$ cat config.mk
export PLATFORM = sky130hd
export DESIGN_NAME = adaptive_comparator_reference
export DESIGN_NICKNAME = d
export VERILOG_FILES = /design/src/rtl/acr_pkg.sv /design/src/rtl/acr_cfg_regs.sv /design/src/rtl/acr_serial_div.sv /design/src/rtl/adaptive_comparator_reference.sv
export SDC_FILE = /design/constraint.sdc
export NUM_CORES = 1
export LEC_CHECK = 0
export BUFFER_PORTS_ARGS = -buffer_cell sky130_fd_sc_hd__buf_4
export CELL_PAD_IN_SITES_DETAIL_PLACEMENT = 1
export CELL_PAD_IN_SITES_GLOBAL_PLACEMENT = 1
export CORE_ASPECT_RATIO = 1.25
export CORE_UTILIZATION = 29
export CTS_CLUSTER_SIZE = 28
export DETAILED_ROUTE_END_ITERATION = 10
export GPL_ROUTABILITY_DRIVEN = 0
export GPL_TIMING_DRIVEN = 0
export PLACE_DENSITY = 0.64
export SLEW_MARGIN = 20
export SYNTH_ARGS = -nofsm -noshare
export SYNTH_HDL_FRONTEND = slang
export SYNTH_SLANG_ARGS = --single-unit
$ cat constraint.sdc
create_clock -name i_clk -period 12.15 [get_ports i_clk]
set_clock_uncertainty 0.15 [all_clocks]
set_input_delay 0.6075 -clock i_clk [delete_from_list [all_inputs] [get_ports i_clk]]
set_output_delay 0.6075 -clock i_clk [all_outputs]
set_load 0.03 [all_outputs]
$ cat src/rtl/acr_pkg.sv
// Package with the constants, word types and divider interface of the adaptive comparator reference.
`default_nettype none

package acr_pkg;

    localparam int COUNT_BITS  = 8;
    localparam int REF_W       = 12;
    localparam int HIGH_W      = 16;
    localparam int SUM_W       = 32;
    localparam int DEV_W       = 12;
    localparam int TRIG_W      = 8;
    localparam int CFG_DATA_W  = 16;
    localparam int CFG_IDX_W   = 3;
    localparam int DIV_W       = (COUNT_BITS > 4) ? COUNT_BITS : 4;
    localparam int CMP_W       = (COUNT_BITS > TRIG_W) ? COUNT_BITS : TRIG_W;
    localparam int DIV_STEP_W  = $clog2(SUM_W);
    // Quotients wider than this always clamp to the maximum once scaled by 0.9.
    localparam int QUOT_SMALL_W = REF_W + 1;
    localparam int Q9_W         = QUOT_SMALL_W + 4;

    localparam logic [REF_W-1:0]  REF_RESET   = REF_W'(825);
    localparam logic [DEV_W-1:0]  DEV_RESET   = DEV_W'(66);
    localparam logic [HIGH_W-1:0] CEIL_RESET  = HIGH_W'(3000);
    localparam logic [REF_W-1:0]  MAX_RESET   = REF_W'(1500);
    localparam logic [REF_W-1:0]  MIN_RESET   = REF_W'(825);
    localparam logic [TRIG_W-1:0] TRIG_RESET  = TRIG_W'(10);
    localparam logic [DIV_W-1:0]  DIV_TEN     = DIV_W'(10);

    typedef enum logic [CFG_IDX_W-1:0] {
        CFG_DEVIATION = 3'd0,
        CFG_CEILING   = 3'd1,
        CFG_REF_MAX   = 3'd2,
        CFG_REF_MIN   = 3'd3,
        CFG_TRIGGER   = 3'd4
    } t_cfg_index;

    typedef struct packed {
        logic              signal_present;
        logic [HIGH_W-1:0] high_level_mv;
    } t_in_word;

    typedef struct packed {
        logic [REF_W-1:0] reference_mv;
        logic             dac_write;
    } t_out_word;

    typedef struct packed {
        logic [DEV_W-1:0]  deviation_limit_mv;
        logic [HIGH_W-1:0] high_level_ceiling_mv;
        logic [REF_W-1:0]  reference_max_mv;
        logic [REF_W-1:0]  reference_min_mv;
        logic [TRIG_W-1:0] sample_trigger;
    } t_cfg;

    typedef struct packed {
        logic             start;
        logic [SUM_W-1:0] dividend;
        logic [DIV_W-1:0] divisor;
    } t_div_req;

    typedef struct packed {
        logic             done;
        logic [SUM_W-1:0] quotient;
    } t_div_rsp;

endpackage

`default_nettype wire

$ cat src/rtl/acr_cfg_regs.sv
// Configuration register file of the adaptive comparator reference.
`default_nettype none

module acr_cfg_regs (
    input  wire logic                          i_clk,
    input  wire logic                          i_rst_n,
    input  wire logic                          i_wr_en,
    input  wire logic [acr_pkg::CFG_IDX_W-1:0] i_wr_index,
    input  wire logic [acr_pkg::CFG_DATA_W-1:0] i_wr_data,
    output acr_pkg::t_cfg                      o_cfg
);

    acr_pkg::t_cfg r_cfg;

    always_ff @(posedge i_clk) begin
        if (!i_rst_n) begin
            r_cfg.deviation_limit_mv    <= acr_pkg::DEV_RESET;
            r_cfg.high_level_ceiling_mv <= acr_pkg::CEIL_RESET;
            r_cfg.reference_max_mv      <= acr_pkg::MAX_RESET;
            r_cfg.reference_min_mv      <= acr_pkg::MIN_RESET;
            r_cfg.sample_trigger        <= acr_pkg::TRIG_RESET;
        end else if (i_wr_en) begin
            unique case (acr_pkg::t_cfg_index'(i_wr_index))
                acr_pkg::CFG_DEVIATION: begin
                    r_cfg.deviation_limit_mv <= i_wr_data[acr_pkg::DEV_W-1:0];
                end
                acr_pkg::CFG_CEILING: begin
                    r_cfg.high_level_ceiling_mv <= i_wr_data[acr_pkg::HIGH_W-1:0];
                end
                acr_pkg::CFG_REF_MAX: begin
                    r_cfg.reference_max_mv <= i_wr_data[acr_pkg::REF_W-1:0];
                end
                acr_pkg::CFG_REF_MIN: begin
                    r_cfg.reference_min_mv <= i_wr_data[acr_pkg::REF_W-1:0];
                end
                acr_pkg::CFG_TRIGGER: begin
                    r_cfg.sample_trigger <= i_wr_data[acr_pkg::TRIG_W-1:0];
                end
                default: begin
                end
            endcase
        end
    end

    assign o_cfg = r_cfg;

endmodule

`default_nettype wire

$ cat src/rtl/acr_serial_div.sv
// Bit-serial restoring divider, one quotient bit per cycle.
`default_nettype none

module acr_serial_div (
    input  wire logic     i_clk,
    input  wire logic     i_rst_n,
    input  wire acr_pkg::t_div_req i_req,
    output acr_pkg::t_div_rsp o_rsp
);

    logic [acr_pkg::SUM_W-1:0]      r_quo;
    logic [acr_pkg::DIV_W-1:0]      r_rem;
    logic [acr_pkg::DIV_W-1:0]      r_dvs;
    logic [acr_pkg::DIV_STEP_W-1:0] r_step;
    logic                           r_busy;
    logic                           r_done;

    logic [acr_pkg::DIV_W:0]   w_trial;
    logic                      w_ge;
    logic [acr_pkg::DIV_W:0]   w_diff;
    logic [acr_pkg::DIV_W-1:0] n_rem;

    // The dividend shifts out of the top of r_quo while quotient bits shift in below.
    always_comb begin
        w_trial = {r_rem, r_quo[acr_pkg::SUM_W-1]};
        w_ge    = (w_trial >= {1'b0, r_dvs});
        w_diff  = w_trial - {1'b0, r_dvs};
        n_rem   = w_ge ? w_diff[acr_pkg::DIV_W-1:0] : w_trial[acr_pkg::DIV_W-1:0];
    end

    always_ff @(posedge i_clk) begin
        if (!i_rst_n) begin
            r_busy <= 1'b0;
            r_done <= 1'b0;
        end else begin
            r_done <= !i_req.start && r_busy && (r_step == '0);
            if (i_req.start) begin
                r_busy <= 1'b1;
            end else if (r_busy && (r_step == '0)) begin
                r_busy <= 1'b0;
            end
        end
    end

    always_ff @(posedge i_clk) begin
        if (i_req.start) begin
            r_quo  <= i_req.dividend;
            r_rem  <= '0;
            r_dvs  <= i_req.divisor;
            r_step <= acr_pkg::DIV_STEP_W'(acr_pkg::SUM_W - 1);
        end else if (r_busy) begin
            r_quo  <= {r_quo[acr_pkg::SUM_W-2:0], w_ge};
            r_rem  <= n_rem;
            r_step <= r_step - 1'b1;
        end
    end

    assign o_rsp.done     = r_done;
    assign o_rsp.quotient = r_quo;

endmodule

`default_nettype wire

$ cat src/rtl/adaptive_comparator_reference.sv
// Top level of the adaptive comparator reference: sequencer, state and output register.
//
//  channel  direction  handshake                word
//  in       sink       i_in_valid / o_in_stall    t_in_word  (signal_present, high_level_mv)
//  out      source     o_out_valid / i_out_stall  t_out_word (reference_mv, dac_write)
//  cfg      sink       i_cfg_valid / o_cfg_ready  i_cfg_index, i_cfg_data
//
// One word is processed at a time; o_in_stall is high from acceptance until the result
// is loaded into the output register. A recomputation runs the serial divider twice
// (sum / count, then 9q / 10); a quotient too large to scale skips the second pass.
// Synchronous active-low reset restores the reference to 825 mV and clears the sum and
// count. A stalled result holds in the output register while the next word is already
// being worked on; that word waits in its last step until the output frees.
`default_nettype none

module adaptive_comparator_reference (
    input  wire logic                           i_clk,
    input  wire logic                           i_rst_n,
    input  wire logic                           i_in_valid,
    output logic                                o_in_stall,
    input  wire acr_pkg::t_in_word              i_in_word,
    output logic                                o_out_valid,
    input  wire logic                           i_out_stall,
    output acr_pkg::t_out_word                  o_out_word,
    input  wire logic                           i_cfg_valid,
    output logic                                o_cfg_ready,
    input  wire logic [acr_pkg::CFG_IDX_W-1:0]  i_cfg_index,
    input  wire logic [acr_pkg::CFG_DATA_W-1:0] i_cfg_data
);

    typedef enum logic [2:0] {
        S_IDLE,
        S_EVAL,
        S_DIV_SUM,
        S_DIV_TEN,
        S_FINISH
    } t_state;

    t_state                          r_state;
    logic                            r_present;
    logic [acr_pkg::HIGH_W-1:0]      r_high;
    logic [acr_pkg::REF_W-1:0]       r_ref;
    logic [acr_pkg::SUM_W-1:0]       r_sum;
    logic [acr_pkg::COUNT_BITS-1:0]  r_cnt;
    logic                            r_write;
    logic                            r_out_valid;
    acr_pkg::t_out_word              r_out_word;
    acr_pkg::t_div_req               r_div_req;

    acr_pkg::t_cfg     w_cfg;
    acr_pkg::t_div_rsp w_div_rsp;

    logic [15:0]                     w_ref10;
    logic [19:0]                     w_high9;
    logic [19:0]                     w_gap;
    logic [15:0]                     w_lim10;
    logic                            w_gap_over;
    logic                            w_below_ceil;
    logic [acr_pkg::SUM_W-1:0]       w_sum_acc;
    logic [acr_pkg::COUNT_BITS-1:0]  w_cnt_acc;
    logic                            w_recalc;
    logic [acr_pkg::Q9_W-1:0]        w_q9;
    logic                            w_quot_big;
    logic                            w_div_start;
    logic                            w_out_load;

    function automatic logic [acr_pkg::REF_W-1:0] f_clamp(
        input logic [acr_pkg::SUM_W-1:0] v,
        input logic [acr_pkg::REF_W-1:0] hi,
        input logic [acr_pkg::REF_W-1:0] lo
    );
        logic [acr_pkg::REF_W-1:0] res;
        // The maximum is tested first, so a minimum above the maximum still wins below it.
        if (v > acr_pkg::SUM_W'(hi)) begin
            res = hi;
        end else if (v < acr_pkg::SUM_W'(lo)) begin
            res = lo;
        end else begin
            res = v[acr_pkg::REF_W-1:0];
        end
        return res;
    endfunction

    acr_cfg_regs u_cfg_regs (
        .i_clk      (i_clk),
        .i_rst_n    (i_rst_n),
        .i_wr_en    (i_cfg_valid),
        .i_wr_index (i_cfg_index),
        .i_wr_data  (i_cfg_data),
        .o_cfg      (w_cfg)
    );

    acr_serial_div u_serial_div (
        .i_clk   (i_clk),
        .i_rst_n (i_rst_n),
        .i_req   (r_div_req),
        .o_rsp   (w_div_rsp)
    );

    always_comb begin
        w_ref10      = (16'(r_ref) << 3) + (16'(r_ref) << 1);
        w_high9      = (20'(r_high) << 3) + 20'(r_high);
        w_gap        = (20'(w_ref10) > w_high9) ? (20'(w_ref10) - w_high9)
                                                : (w_high9 - 20'(w_ref10));
        w_lim10      = (16'(w_cfg.deviation_limit_mv) << 3)
                     + (16'(w_cfg.deviation_limit_mv) << 1);
        w_gap_over   = (w_gap > 20'(w_lim10));
        w_below_ceil = (r_high < w_cfg.high_level_ceiling_mv);
        w_sum_acc    = w_below_ceil ? (r_sum + acr_pkg::SUM_W'(r_high)) : r_sum;
        w_cnt_acc    = w_below_ceil ? (r_cnt + acr_pkg::COUNT_BITS'(1)) : r_cnt;
        w_recalc     = (acr_pkg::CMP_W'(w_cnt_acc) > acr_pkg::CMP_W'(w_cfg.sample_trigger))
                     && (w_cnt_acc != '0);
        w_quot_big   = |w_div_rsp.quotient[acr_pkg::SUM_W-1:acr_pkg::QUOT_SMALL_W];
        w_q9         = (acr_pkg::Q9_W'(w_div_rsp.quotient[acr_pkg::QUOT_SMALL_W-1:0]) << 3)
                     + acr_pkg::Q9_W'(w_div_rsp.quotient[acr_pkg::QUOT_SMALL_W-1:0]);
        w_div_start  = ((r_state == S_EVAL) && r_present && w_gap_over && w_recalc)
                     || ((r_state == S_DIV_SUM) && w_div_rsp.done && !w_quot_big);
        w_out_load   = (r_state == S_FINISH) && (!r_out_valid || !i_out_stall);
    end

    always_ff @(posedge i_clk) begin
        if (!i_rst_n) begin
            r_state         <= S_IDLE;
            r_ref           <= acr_pkg::REF_RESET;
            r_sum           <= '0;
            r_cnt           <= '0;
            r_out_valid     <= 1'b0;
            r_div_req.start <= 1'b0;
        end else begin
            r_div_req.start <= w_div_start;
            if (w_out_load) begin
                r_out_valid <= 1'b1;
            end else if (!i_out_stall) begin
                r_out_valid <= 1'b0;
            end
            unique case (r_state)
                S_IDLE: begin
                    if (i_in_valid) begin
                        r_present <= i_in_word.signal_present;
                        r_high    <= i_in_word.high_level_mv;
                        r_state   <= S_EVAL;
                    end
                end
                S_EVAL: begin
                    if (!r_present) begin
                        r_ref   <= f_clamp(acr_pkg::SUM_W'(r_ref), w_cfg.reference_max_mv,
                                           w_cfg.reference_min_mv);
                        r_write <= 1'b1;
                        r_state <= S_FINISH;
                    end else if (w_gap_over) begin
                        r_sum <= w_sum_acc;
                        r_cnt <= w_cnt_acc;
                        if (w_recalc) begin
                            r_div_req.dividend <= w_sum_acc;
                            r_div_req.divisor  <= acr_pkg::DIV_W'(w_cnt_acc);
                            r_state            <= S_DIV_SUM;
                        end else begin
                            r_write <= 1'b0;
                            r_state <= S_FINISH;
                        end
                    end else begin
                        r_sum   <= '0;
                        r_cnt   <= '0;
                        r_write <= 1'b0;
                        r_state <= S_FINISH;
                    end
                end
                S_DIV_SUM: begin
                    if (w_div_rsp.done) begin
                        if (w_quot_big) begin
                            r_ref   <= w_cfg.reference_max_mv;
                            r_write <= 1'b1;
                            r_state <= S_FINISH;
                        end else begin
                            r_div_req.dividend <= acr_pkg::SUM_W'(w_q9);
                            r_div_req.divisor  <= acr_pkg::DIV_TEN;
                            r_state            <= S_DIV_TEN;
                        end
                    end
                end
                S_DIV_TEN: begin
                    if (w_div_rsp.done) begin
                        r_ref   <= f_clamp(w_div_rsp.quotient, w_cfg.reference_max_mv,
                                           w_cfg.reference_min_mv);
                        r_write <= 1'b1;
                        r_state <= S_FINISH;
                    end
                end
                S_FINISH: begin
                    if (w_out_load) begin
                        r_out_word.reference_mv <= r_ref;
                        r_out_word.dac_write    <= r_write;
                        r_state                 <= S_IDLE;
                    end
                end
                default: begin
                    r_state <= S_IDLE;
                end
            endcase
        end
    end

    assign o_in_stall  = (r_state != S_IDLE);
    assign o_out_valid = r_out_valid;
    assign o_out_word  = r_out_word;
    assign o_cfg_ready = 1'b1;

endmodule

`default_nettype wire

# After elaboration in Yosys (flattened, before gate mapping)
# Index checks and enable logic that the tools add are counted.
# op_classes
n_mul	0
shift	0
mux	43
order_cmp	9
eq_ne	21
div_mod_pow	0
bitwise	0
n_reduce_logical	38
addsub	10
# op_table
cell	n
two-way mux 40 bit	5
two-way mux 32 bit	4
two-way mux 12 bit	8
one-hot mux 40 bit (2 select lines)	1
one-hot mux 12 bit (3 select lines)	1
adder 15 x 13 -> 16 bit	2
adder 32 x 16 -> 32 bit	1
greater-than comparator 32 x 12 -> 1 bit	1
< comparator 32 x 12 -> 1 bit	1
two-way mux 3 bit	8
two-way mux 8 bit	3
adder 19 x 16 -> 20 bit	1
greater-than comparator 16 x 20 -> 1 bit	1
greater-than comparator 20 x 16 -> 1 bit	1
two-way mux 20 bit	1
subtractor 16 x 20 -> 20 bit	1
subtractor 20 x 16 -> 20 bit	1
OR reduction 19 bit	1
adder 16 x 13 -> 17 bit	1
< comparator 16 bit	1
inequality test 2 bit, second input constant	8
one-hot mux 3 bit (5 select lines)	1
== test 3 x 2 -> 1 bit, second input constant	4
greater-than comparator 12 bit	1
other kinds (26)	63
# word_totals
n_memories	0
output_inout_bits	16
rom_bits	0
regBits	243
elab_cells	145
latchBits	0
inputBits	41
ramBits	0

# Longest topological paths before layout
# Gate-level depths: netlist (run 1).
# depth
ltp_word	8
ltp_mapped	36
mapped_depth_nobuf	32

# By module
# Synthesis (run 1) repeated with hierarchy kept, for this count alone.
# hier_totals
cells_unflattened	1847
hier_area_um2	16983.8
# modules_own_cells
mod	n_inst	seq_area_each_um2	cells_per_inst	area_each_um2
adaptive_comparator_reference	1	3273.1	1413	11949.0
acr_serial_div	1	1501.4	202	2643.8
acr_cfg_regs	1	1201.2	232	2391.0

# Least setup slack after synthesis (run 1)
# OpenSTA, ideal clock, no wires.
# synth_timing
path_kind	flip-flop to flip-flop
from	reg r_ref[0] (netlist bit)
to	reg r_div_req[0] (netlist bit), enable pin
setup_slack_ps	4728
setup_time_ps	343
path_buffers	3
period_less_slack_ps	7422
required_time_ps	11657
arrival_ps	6929
path_stages_with_launch	35
cell_sequence	dfxtp_1 -> ha_1 -> inv_1 -> fa_1 -> nor2b_1 -> o21ai_0 -> a21boi_0 -> o21ai_0 -> nand2b_1 -> a21o_1 -> a21o_1 -> a21o_1 -> a21o_1 -> xnor2_1 -> ha_1 -> clkbuf_1 -> nand4_1 -> nor2_1 -> o21ai_0 -> a211oi_1 -> nand4_1 -> clkbuf_1 -> a211oi_1 -> a31oi_1 -> xor2_1 -> ha_1 -> a21oi_1 -> o21ai_0 -> a2111oi_0 -> o21ai_0 -> and3_1 -> or4_1 -> buf_2 -> and4b_1 -> o221a_2
# synth_via
elab_chain_cells	6
elab_cells_between_ends	8
cone_classes	add/sub: 3; order compare: 2; eq/ne: 1; mux: 1; reduce/logical: 1
# synth_rtl
item	line	text
start, declared	adaptive_comparator_reference.sv:42	logic [acr_pkg::REF_W-1:0] r_ref;
start signal, assigned	adaptive_comparator_reference.sv:124	r_ref <= acr_pkg::REF_RESET;
start signal, assigned	adaptive_comparator_reference.sv:146	r_ref <= f_clamp(acr_pkg::SUM_W'(r_ref), w_cfg.reference_max_mv,
start signal, assigned	adaptive_comparator_reference.sv:171	r_ref <= w_cfg.reference_max_mv;
adder 15 x 13 -> 16 bit (*)	adaptive_comparator_reference.sv:101	w_ref10 = (16'(r_ref) << 3) + (16'(r_ref) << 1);
subtractor 20 x 16 -> 20 bit, or another cell as far along	adaptive_comparator_reference.sv:104	: (w_high9 - 20'(w_ref10));
two-way mux 20 bit (*)	adaptive_comparator_reference.sv:103	w_gap = (20'(w_ref10) > w_high9) ? (20'(w_ref10) - w_high9)
greater-than comparator 20 x 16 -> 1 bit (*)	adaptive_comparator_reference.sv:107	w_gap_over = (w_gap > 20'(w_lim10));
inequality test 2 bit (no line) (*)	n/a	
AND reduction 7 bit (no line) (*)	n/a	
end, declared	adaptive_comparator_reference.sv:48	acr_pkg::t_div_req r_div_req;
# Mark *: on every way between the ends. The rest lies on a longest branch, timed or not.
# A chain may end at the register's enable or synchronous reset.

# Worst setup path in the final report (run 1)
# layout_timing
from	reg r_ref[3] (netlist bit)
to	reg r_div_req[9] (netlist bit), enable pin
# Same word-level chain as after synthesis.

==> impl_metrics.env, run 1 <==
export IMPL_status="completed"
export IMPL_postCtsSetupBuffers=0
export IMPL_grt_pass1_wl_um=84100
export IMPL_wirelength_um=54430
export IMPL_yosys_register_bits=243
export IMPL_power_uw=2445
export IMPL_cp_end_kind="flop"
export IMPL_cts_max_level=1
export IMPL_gr_total_overflow=0
export IMPL_rrSetupSlack_ns=2.79
export IMPL_insertion_delay_ns=0.59
export IMPL_avgSynthCellArea_sq_um=9.023
export IMPL_portBuffers=55
export IMPL_grt_max_degree=41
export IMPL_cts_hold_buf=0
export IMPL_worst_path_max_fanout=40
export IMPL_yosysUniqueCellTypes=81
export IMPL_r2r_cells=32
export IMPL_ir_worst_vdd_uv=98.20
export IMPL_tns_ns=0
export IMPL_critPathTopFamily="compound AO/OA/AOI/OAI gates"
export IMPL_rows=96
export IMPL_ctsResizeCount=0
export IMPL_synthFlopType="dfxtp_1"
export IMPL_yosys_top_cells_area="edfxtp_1 21%, dfxtp_1 16%, ha_1 14%"
export IMPL_syn_num_nets=2032
export IMPL_clock_sinks=243
export IMPL_dieArea_sq_um=56960
export IMPL_cts_tree="yes"
export IMPL_critPathKind="reg -> reg"
export IMPL_hold_start="i_in_word[15]"
export IMPL_required_ns=12.24
export IMPL_drtAntennaViolNets=0
export IMPL_syn_area_sq_um=16240
export IMPL_holdPathEnd="r_high[15]"
export IMPL_antenna_found_initial=0
export IMPL_slew_violations=0
export IMPL_slowest_stage="or4_1"
export IMPL_slew_headroom=0.3824
export IMPL_setup_violations=0
export IMPL_drtIter0Drc=692
export IMPL_area_delta_synth_final_pct=14.20
export IMPL_ys_warn_count=0
export IMPL_fillCellCount=6403
export IMPL_yosys_area_top_type="edfxtp_1"
export IMPL_drc_errors=0
export IMPL_max_stage_delay_ns=0.65
export IMPL_design_area_sq_um=18550
export IMPL_firstDrtPassIters=5
export IMPL_path_common_cell="o21ai_0"
export IMPL_cts_buffer_depth=3
export IMPL_cap_viol_max_count=0
export IMPL_cts_clk_slew_worst_paths_ns=0.07
export IMPL_postLayoutCoreUtil=0.3364
export IMPL_worst_slew_pin_slew_ns=0.9193
export IMPL_final_period_utilization=0.7702
export IMPL_crit_start="r_ref[3]"
export IMPL_power_leakage_uw=0.007526
export IMPL_drive_above_1_share=0.08709
export IMPL_synth_edff_count=111
export IMPL_hold_viol=0
export IMPL_avgViaCountPerCell=5.282
export IMPL_io_pins=57
export IMPL_die_h_um=266.6
export IMPL_synth_top_cell_area_share=0.2052
export IMPL_worstSetupStartpointType="flop"
export IMPL_final_nets=2117
export IMPL_crit_buf_inv=3
export IMPL_pwr_density_cell_nw_per_um2=131.9
export IMPL_hpwlAfterDp_um=42540
export IMPL_syn_inst=1800
export IMPL_period_minus_slack_ns=9.358
export IMPL_hp_class="in -> reg"
export IMPL_synthArstFlopShare=0
export IMPL_grt_setup_unrepaired="no"
export IMPL_cts_made_buffers=27
export IMPL_r2r_end="r_div_req[9]"
export IMPL_grt_pass1_vias=14780
export IMPL_critPathArrivalTime_ns=9.45
export IMPL_cts_root_buf="clkbuf_16"
export IMPL_vias=13950
export IMPL_grt_use_total=0.1921
export IMPL_clock_fmax_ghz=0.1069
export IMPL_wl_per_cell_um=20.60
export IMPL_synth_seq_area_share=0.3680
export IMPL_fp_coreArea_sq_um=55130
export IMPL_placed_cell_area_sq_um=17590
export IMPL_start_util=0.2946
export IMPL_min_path_cells=1
export IMPL_rr_startpoint="r_ref[3]"
export IMPL_die_w_um=213.7
[cell families (layout without fill, tap and decap cells)]
family                     after synthesis  count (layout)  synth area share
DFF                                    243             243            0.3680
adders and majority gates              191             191            0.1508
and+or+nand+nor                        539             539            0.1577
muxes                                   43              43           0.02889
other                                    1               2         0.0002309
buffers and inverters                  206             312           0.04892
xor gates and xnor gates               102             102           0.05593
AOI/OAI and AO/OA                      475             475            0.1895
[layer usage]
metal / global-route usage / share of wire
met3: 0.01953 / 0.031
met5: 0 / 0
met2: 0.3574 / 0.51
met4: 0.06448 / 0.032
met1: 0.2260 / 0.42
[flip-flops by register name, indices dropped and copies added (netlist names)]
name,cells
u_serial_div.r_rem,8
u_serial_div.r_dvs,8
u_serial_div.r_quo,32
r_high,16
r_present,1
u_serial_div.r_busy,1
u_cfg_regs.o_cfg,60
r_div_req,41
o_out_word,13
r_write,1
r_cnt,8
u_serial_div.r_step,5
r_state,3
u_serial_div.r_done,1
r_sum,32
r_ref,12
o_out_valid,1
[cell usage in the layout (no fill, tap or decap), types with 31 or more instances in the layout]
| master | n |
|---|---|
| nand2_1 | 223 |
| ha_1 | 183 |
| inv_1 | 138 |
| a21oi_1 | 136 |
| dfxtp_1 | 132 |
| edfxtp_1 | 111 |
| o21ai_0 | 98 |
| nor2_1 | 87 |
| clkbuf_1 | 60 |
| buf_4 | 56 |
| xnor2_1 | 52 |
| xor2_1 | 48 |
| nand4_1 | 38 |
| nand3_1 | 36 |
| o211ai_1 | 33 |
| a21o_1 | 31 |
| mux2_2 | 31 |
[area by class of cell]
type                    instances  area, sq um  area share
multi-input cells            1351         9490      0.5117
flip-flops and latches        243         5976      0.3222
well taps                     735        919.6     0.04959
clock buffers                  33        711.9     0.03839
inverters                     139        521.8     0.02813
repair buffers                 56        427.9     0.02307
plain buffers                  67        272.8     0.01471
clock inverters                17        224.0     0.01208
diodes                          1        2.502   0.0001349
[synth_stat cells (all sizes together) (31+ instances only)]
library cell  instances
a21o                 31
a21oi               136
clkbuf               57
dfxtp               132
edfxtp              111
ha                  183
inv                 139
mux2                 31
nand2               223
nand3                36
nand4                38
nor2                 89
o211ai               33
o21ai               101
xnor2                53
xor2                 49
[worst max path at each step]
stage                          endpoint  slack (ns)  cells after the start
final                      r_div_req[9]        2.79                     32
after global routing       r_div_req[9]        2.16                     32
after CTS                  r_div_req[9]        2.65                     32
after detailed placement  r_div_req[30]        2.71                     32
after global placement    r_div_req[28]        2.82                     32
after floorplan            r_div_req[0]        4.73                     34
[report_power, final]
| part | internal (uW) | switching (uW) | total (uW) | leakage, uW |
|---|---|---|---|---|
| sequential | 869 | 26.4 | 896 | 0.00210 |
| combinational | 256 | 402 | 658 | 0.00497 |
| clock | 525 | 367 | 891 | 0.000460 |
[per-stage QoR]
step                std cells  hold WS [ns]  setup WS (ns)
floorplan                1800        0.2503          4.728
global placement         2590        0.2511          2.825
detailed placement       2591        0.2583          2.706
CTS                      2641       0.03170          2.649
global route             2641       0.04518          2.165
finish                   2642       0.06677          2.792
Note: power is estimated with default switching activity, not from simulation.
==> run 2: changes to the inputs <==
==> constraint.sdc (replaced) <==
create_clock -name i_clk -period 9.3 [get_ports i_clk]
set_clock_uncertainty 0.15 [all_clocks]
set_input_delay 0.465 -clock i_clk [delete_from_list [all_inputs] [get_ports i_clk]]
set_output_delay 0.465 -clock i_clk [all_outputs]
set_load 0.03 [all_outputs]
==> run 2 against run 1 <==
- global-route usage grew 0.095 points
- critical path depth shrank 1
- worst setup slack lost 2.3 ns
- final cell count grew 0.72%
- register-to-register slack lost 2.3 ns
- die area is the same
- via count grew 0.90%
- sequential power grew 31%
- total power grew 31%
- largest power group unchanged
==> impl_metrics.env, run 2 (synthesis results as in run 1) <==
export IMPL_multiInputGateArea_sq_um=9515
export IMPL_postLayoutCoreUtil=0.3403
export IMPL_status="completed"
export IMPL_worst_path_stages=31
export IMPL_worst_slew_pin_slew_ns=0.8950
export IMPL_period_minus_slack_ns=8.787
export IMPL_rows=96
export IMPL_grt_pass1_wl_um=84540
export IMPL_cts_made_buffers=27
export IMPL_slew_violations=0
export IMPL_antenna_found_initial=0
export IMPL_path_common_cell="o21ai_0"
export IMPL_ir_worst_vdd_uv=128.1
export IMPL_cap_viol_max_count=0
export IMPL_cts_clk_slew_worst_paths_ns=0.07
export IMPL_critPathArrivalTime_ns=8.91
export IMPL_clock_sinks=243
export IMPL_seq_area_sq_um=5979
export IMPL_crit_buf_inv=4
export IMPL_final_period_utilization=0.9449
export IMPL_setup_violations=0
export IMPL_pwr_density_cell_nw_per_um2=170.7
export IMPL_clock_fmax_ghz=0.1138
export IMPL_layout_commonest_cell="nand2_1"
export IMPL_avgViaCountPerCell=5.291
export IMPL_wl_per_cell_um=20.65
export IMPL_hp_class="in -> reg"
export IMPL_design_area_sq_um=18760
export IMPL_cts_buffer_depth=3
export IMPL_critPathTopFamily="compound AO/OA/AOI/OAI gates"
export IMPL_dp_cells=2591
export IMPL_max_stage_delay_ns=0.65
export IMPL_fillCellCount=6397
export IMPL_required_ns=9.42
export IMPL_worst_path_max_fanout=20
export IMPL_critPathKind="reg -> reg"
export IMPL_min_path_cells=3
export IMPL_gr_total_overflow=0
export IMPL_fin_cells=2661
export IMPL_start_util=0.2946
export IMPL_drtAntennaViolNets=0
export IMPL_largest_reg_flops=60
export IMPL_insertion_delay_ns=0.59
export IMPL_grt_pass1_vias=14850
export IMPL_layout_common_cells="223 x nand2_1, 183 x ha_1, 138 x inv_1, 136 x a21oi_1, 129 x dfxtp_1"
export IMPL_final_nets=2137
export IMPL_firstDrtPassIters=5
export IMPL_area_delta_synth_final_pct=15.51
export IMPL_hpwlAfterDp_um=42540
export IMPL_wirelength_um=54960
export IMPL_cp_end_kind="flop"
export IMPL_grt_setup_unrepaired="no"
export IMPL_fp_coreArea_sq_um=55130
export IMPL_grt_max_degree=41
export IMPL_r2r_cells=31
export IMPL_drc_errors=0
export IMPL_drive_above_1_share=0.09034
export IMPL_antenna_cells=0
export IMPL_placed_cell_area_sq_um=17590
export IMPL_die_h_um=266.6
export IMPL_drtIter0Drc=672
export IMPL_grt_use_total=0.1931
export IMPL_worstSetupStartpointType="flop"
export IMPL_portBuffers=55
export IMPL_io_pins=57
export IMPL_dieArea_sq_um=56960
export IMPL_vias=14080
export IMPL_slew_headroom=0.3987
export IMPL_cts_tree="yes"
export IMPL_die_w_um=213.7
export IMPL_hold_viol=0
export IMPL_cts_max_level=1
export IMPL_power_leakage_uw=0.007615
export IMPL_cts_root_buf="clkbuf_16"
export IMPL_slowest_stage="or4_1"
run 2: area by class of cell:
cell class,instances,share of cell area
flip-flops and latches,243,0.3187
clock buffers,33,0.03795
clock inverters,17,0.01194
inverters,139,0.02781
repair buffers,75,0.03268
multi-input cells,1352,0.5072
well taps,735,0.04902
plain buffers,67,0.01461
run 2: routing by layer:
metal | global-route usage | share of wire
met1 | 0.2270 | 0.42
met3 | 0.01953 | 0.032
met2 | 0.3599 | 0.51
met4 | 0.06371 | 0.031
met5 | 0 | 0
run 2: what timing repair did:
item                                    in CTS  in global routing
gates cloned                                 0                  1
gates resized for setup                      1                  7
hold buffers                                17                  0
endpoints found under the setup margin      40                 84
pin swaps                                    0                  2
setup buffers                                0                  2
endpoints found under the hold margin       17                  0
run 2: power by group:
group / total [uW] / internal (uW) / leakage [uW] / switching (uW)
Combinational: 868 / 341 / 0.00506 / 527
Clock: 1160 / 686 / 0.000460 / 478
Sequential: 1170 / 1140 / 0.00210 / 34.5
Total: 3200 / 2160 / 0.00761 / 1040
run 2: worst paths after layout:
check                 startpoint                     to  slack (ns)
hold reg to reg     r_div_req[1]  u_serial_div.r_dvs[1]        0.28
hold / removal    i_cfg_data[11]   u_cfg_regs.o_cfg[19]        0.03
setup / recovery        r_ref[4]           r_div_req[9]        0.51
setup reg to reg        r_ref[4]           r_div_req[9]        0.51
run 2: metrics by stage:
step | power (uW) | hold slack, ns | setup TNS [ns] | setup WS [ns]
5_1_grt | 3371 | 0.02829 | 0 | 0.03215
6_report | 3202 | 0.02677 | 0 | 0.5128
3_5_place_dp | 2050 | 0.2583 | -5.660 | -0.1442
4_1_cts | 3229 | 0.001332 | 0 | 0.02677
3_3_place_gp | 2017 | 0.2511 | -0.9147 | -0.02519
2_1_floorplan | 1787 | 0.2503 | 0 | 1.878
run 2: tightest hold or removal path: stages:
cell	delay [ns]
buf_4	0.14
nand2_1	0.06
a21oi_1	0.05
